$ cat src/rtl/core/arcl_pkg.sv
// Shared types and constants for the address range country lookup block.
// Used by the controller, the datapath and the top level; depends on nothing.
package arcl_pkg;

    // Table geometry.
    localparam int TABLE_DEPTH = 4096;
    localparam int IDX_W       = $clog2(TABLE_DEPTH);
    localparam int CNT_W       = $clog2(TABLE_DEPTH + 1);

    // Field widths.
    localparam int ADDR_W     = 32;
    localparam int ACOUNT_W   = 33;
    localparam int CODE_W     = 16;
    localparam int FUNC_W     = 2;
    localparam int STATUS_W   = 2;
    localparam int S_FIELDS_W = ADDR_W + ACOUNT_W + CODE_W;
    localparam int S_TDATA_W  = ((S_FIELDS_W + 7) / 8) * 8;
    localparam int M_TDATA_W  = CODE_W;

    // Operation codes carried in the input tuser.
    typedef enum logic [FUNC_W-1:0] {
        FN_INSERT = 2'd0,
        FN_LOOKUP = 2'd1,
        FN_CLEAR  = 2'd2
    } t_func;

    // Result status codes carried in the output tuser.
    typedef enum logic [STATUS_W-1:0] {
        ST_OK        = 2'd0,
        ST_NOT_FOUND = 2'd1,
        ST_FULL      = 2'd2
    } t_status;

    // Controller states.
    typedef enum logic [1:0] {
        S_IDLE,
        S_SCAN,
        S_FINISH
    } t_state;

    // One table entry as stored in the range memory.
    typedef struct packed {
        logic [ADDR_W-1:0] start_addr;
        logic [ADDR_W-1:0] end_addr;
        logic [CODE_W-1:0] code;
    } t_entry;

    // Commands from the controller to the datapath.
    typedef struct packed {
        logic load;    // capture the accepted item and restart the scan
        logic scan;    // step the table scan by one entry
        logic finish;  // update the table and load the output register
    } t_ctrl_cmd;

    // Status from the datapath to the controller.
    typedef struct packed {
        logic scan_done;  // every occupied entry has been read and evaluated
        logic out_free;   // the output register can take a result this cycle
    } t_ctrl_sts;

endpackage

$ cat src/rtl/core/arcl_ctrl.sv
// Controller state machine of the address range country lookup block.
// Depends on arcl_pkg; drives the datapath in arcl_dpath through t_ctrl_cmd.
module arcl_ctrl
    import arcl_pkg::*;
(
    input  logic      i_clk,
    input  logic      i_rst_n,
    input  logic      i_valid,
    output logic      o_ready,
    input  t_ctrl_sts i_sts,
    output t_ctrl_cmd o_cmd
);

    t_state r_state;
    t_state n_state;

    always_ff @(posedge i_clk) begin
        if (!i_rst_n) begin
            r_state <= S_IDLE;
        end else begin
            r_state <= n_state;
        end
    end

    always_comb begin
        n_state = r_state;
        o_ready = 1'b0;
        o_cmd   = '0;
        unique case (r_state)
            S_IDLE: begin
                o_ready = 1'b1;
                if (i_valid) begin
                    o_cmd.load = 1'b1;
                    n_state    = S_SCAN;
                end
            end
            S_SCAN: begin
                o_cmd.scan = 1'b1;
                if (i_sts.scan_done) begin
                    n_state = S_FINISH;
                end
            end
            S_FINISH: begin
                if (i_sts.out_free) begin
                    o_cmd.finish = 1'b1;
                    n_state      = S_IDLE;
                end
            end
            default: begin
                n_state = S_IDLE;
            end
        endcase
    end

endmodule

$ cat config.mk
export PLATFORM = sky130hd
export DESIGN_NAME = arcl_ctrl
export DESIGN_NICKNAME = d
export VERILOG_FILES = /design/src/rtl/core/arcl_pkg.sv /design/src/rtl/core/arcl_ctrl.sv
export SDC_FILE = /design/constraint.sdc
export NUM_CORES = 1
export LEC_CHECK = 0
export BUFFER_PORTS_ARGS = -buffer_cell sky130_fd_sc_hd__buf_4
export CAP_MARGIN = 10
export CORE_AREA = 8 8 45 47
export CTS_CLUSTER_DIAMETER = 30
export DETAILED_ROUTE_END_ITERATION = 12
export DIE_AREA = 0 0 53 55
export PLACE_DENSITY = 0.34
export SYNTH_ARGS = -nofsm -noshare
export SYNTH_HDL_FRONTEND = slang
export SYNTH_SLANG_ARGS = --single-unit
export TNS_END_PERCENT = 1
$ cat constraint.sdc
create_clock -name i_clk -period 0.84 [get_ports i_clk]
set_input_delay 0.168 -clock i_clk [delete_from_list [all_inputs] [get_ports i_clk]]
set_output_delay 0.168 -clock i_clk [all_outputs]
set_load 0.005 [all_outputs]
# == Word-level counts from Yosys, hierarchy flattened ==
# Index checks and enable logic that the tools add are counted.
# op_classes
n_addsub,0
multipliers,0
div,0
n_lt_le_gt_ge,0
n_eq_ne,5
shift,0
n_mux,10
bitwise,0
reduce_logical,2
# op_table
cell,count
2-to-1 mux 1 bit,6
2-to-1 mux 2 bit,3
!= test 2 bit (second input constant),3
one-hot mux 2 bit (3 select lines),1
AND reduction 3 bit,1
equality test 2 x 1 -> 1 bit (second input constant),1
equality test 2 bit (second input constant),1
zero test 2 bit,1
# word_totals
reg_bits,2
latch_bits,0
mem_bits_rw,0
rom_bits,0
input_bits,5
elab_cells,18
mem_count,0

# == Longest topological paths before layout ==
# depth
depth_word,3
depth_mapped,2
mapped_depth_nobuf,2

# == Least setup slack after synthesis ==
# OpenSTA, ideal clock, no wires.
# synth_timing
path_type,register to register
from,register r_state[1]
to,register r_state[1]
t_arrival_ns,0.777
required_time_ns,0.724
path_slack_ns,-0.052
path_stages_with_launch,3
path_buffers,0
path_cell_list,dfxtp_1 > and2b_2 > a31o_1
# synth_via
elab_chain_len,3
word_cells_on_any_way,8
cone_classes,eq/ne: 5; mux: 1; reduce/logical: 2
# synth_rtl
item,line,source
"start, declared",arcl_ctrl.sv:14,t_state r_state;
"start signal, assigned",arcl_ctrl.sv:21,r_state <= n_state;
"equality test 2 x 1 -> 1 bit, or another cell as far along",arcl_ctrl.sv:29,unique case (r_state)
!= test 2 bit (no source line),--,
AND reduction 3 bit (no source line),--,
# Parallel ways exist; a longest one is shown, timed or not.
# A chain may end at the register's enable or synchronous reset.

==> reports/results.ini <==
[run_status]
outcome = complete, but fails checks
violations = setup timing

[setup_path]
crit_chain = and2b_2 > buf_6
required_ns = 0.67
worstPathArrival_ns = 0.92
start_kind = register
crit_type = reg2out
end_kind = output port
slowest_stage = dfxtp_4
path_depth = 2
crit_fanout = 5
crit_start = r_state[1]$_SDFFE_PN0P_
max_stage_delay_ns = 0.35
reg2regPathDepth = 3
r2r_slack_ns = -0.15
crit_family = flip-flops
r2r_start = r_state[1]$_SDFFE_PN0P_
crit_buf_inv = 1
r2r_end = r_state[1]$_SDFFE_PN0P_

[synth]
synth.largest_area_cell = dfxtp_1
avgSynthCellArea_um2 = 8.76
syn-num-nets = 17
ys_seq_area_share_pct = 38.1
synthCells = 12
yosys_register_bits = 2
yosysWarningCount = 0
ys_types = 9
netlist_area_um2 = 105
yosysTopAreaCellShare_pct = 38.1
yosys-top-cells-area = dfxtp_1 38%, and4bb_2 12%, nor2_1 11%, a2111oi_1 9.5%, a31o_1 8.3%

[finish]
drive_gt1_share_pct = 72.0
final_design_area_no_fill_um2 = 234
multi_input_area_um2 = 63.8
num-nets-final = 32
area_growth_pct = 123
largest_register_ffs = 2
regArea_um2 = 45.0
largestRegisters = r_state: 2 flops
antenna_cells = 0
num-fill-cells = 161
largest_register = r_state

[sta]
slew_headroom_pct = 80.1
fin_ws_ns = -0.247
final_max_slew_viol_count = 0
period_minus_slack_ns = 1.09
rsz0062_at_grt = true
skew_ns = 0.000852
hold_viol_final = 0
tightest_slew_ns = 0.298
final.period_utilization_pct = 129
setup_viol = 5
max_freq_ghz = 0.920

[clock_network]
root_buffer = clkbuf_4
clkSinkCount = 2
clockBufferDepth = 2
clock_latency_ns = 0.22
clk_pin_slew_worst_paths_ns = 0.03
htree_levels = 1
cts_buffers = 3
cts_tree = yes

[power]
power.density_mw_per_mm2 = 1740
ir_drop_v = 0.000562
leakagePower_nw = 0.109

[routing]
via_count = 125
viasPerCell = 3.05
wl_um = 370
wire_per_inst_um = 9.02
first_pass_iters = 4
drt_iter0_markers = 4
ant_nets = 0
drc = 0

[worst_hold_path]
hp-start = i_sts[1]
hold_path_class = in2reg
min_path_cells = 2
holdPathEnd = r_state[0]$_SDFFE_PN0P_

[grt]
grt_max_degree = 7
grt_pass1_vias = 133
overflow = 0
grt_pass1_wl_um = 545
antenna_found_initial = 0
grt_usage_pct = 3.00

[floorplanning]
row_count = 14
dieWidth_um = 53
die_y_um = 55
core_mm2 = 0.00138
die_area_mm2 = 0.00292
start_util_pct = 7.59
io_pins = 9

[placed_design]
placement.cell_area_um2 = 195
portBuffers = 8
post-place-ws_ns = -0.0335
gp_congestion = 0.662

[job]
maxCapViolCount = 0

==> worst max path at each step <==
| stage | to | slack, ns |
|---|---|---|
| finish | o_cmd[1] | -0.25 |
| global route | o_cmd[2] | -0.28 |
| CTS | o_cmd[1] | -0.25 |
| detailed placement | r_state[1]$_SDFFE_PN0P_ | -0.03 |
| global placement | r_state[1]$_SDFFE_PN0P_ | -0.03 |
| floorplan | r_state[1]$_SDFFE_PN0P_ | 0.008 |
==> synthesized netlist by cell type, drive strengths merged <==
master / n
nor2: 3
dfxtp: 2
a2111oi: 1
a31o: 1
and2: 1
and2b: 1
and4bb: 1
inv: 1
nand2: 1
==> worst register-to-register path: stages (launching register included) <==
cell and delay, ns:
dfxtp_4 0.35, and2b_2 0.23, buf_4 0.13, a31o_1 0.16
==> cell type report <==
type	count	area share, %
clock buffer	3	9.63
tap	16	8.56
timing repair buffer	10	33.7
inverter	1	1.60
multi-input combinational	9	27.3
sequential	2	19.3
==> layer usage <==
metal  vias up  track usage [%]  wire length [µm]
met3         0             4.55                84
li1         69                -                 -
met1        48             3.03               188
met2         8             2.34                96
met5         -                0                 0
met4         0             2.59                 0
==> placed cells by master (no fill, tap or decap) <==
| cell | n |
|---|---|
| dfxtp_4 | 1 |
| a2111oi_1 | 1 |
| clkbuf_4 | 3 |
| and2_1 | 1 |
| dfxtp_2 | 1 |
| and2b_2 | 1 |
| inv_1 | 1 |
| buf_4 | 9 |
| a31o_1 | 1 |
| nand2_1 | 1 |
| and4bb_2 | 1 |
| nor2_1 | 2 |
| nor2_2 | 1 |
| buf_6 | 1 |
==> through the flow <==
stage | hold slack [ns] | setup TNS, ns | total power, W | instances | utilization, %
after floorplan | 0.264 | 0 | 0.000137 | 12 | -
after global placement | 0.375 | -0.0704 | 0.000190 | 37 | 14.1
after detailed placement | 0.372 | -0.0622 | 0.000191 | 37 | 14.1
after CTS | 0.135 | -0.943 | 0.000418 | 40 | 16.0
after global routing | 0.132 | -1.27 | 0.000452 | 41 | 16.9
final | 0.138 | -0.996 | 0.000408 | 41 | 16.9
==> timing repair <==
item                                    CTS  global route
endpoints found under the setup margin    6             6
buffers inserted                          0             1
pin swaps                                 0             0
hold buffers                              0             0
gates resized for setup                   1             2
==> cells by family after synthesis <==
family,Yosys count,synth area share [%]
and+or+nand+nor,7,40.5
DFF,2,38.1
buffers and inverters,1,3.57
AOI/OAI and AO/OA,2,17.9
==> power breakdown <==
group          leakage, nW  internal [W]  switching [W]
Clock               0.0138      0.000157      0.0000516
Combinational       0.0777     0.0000601      0.0000271
Sequential          0.0175      0.000102     0.00000943
Total                0.109      0.000320      0.0000881
Note: power is estimated with default switching activity, not from simulation.
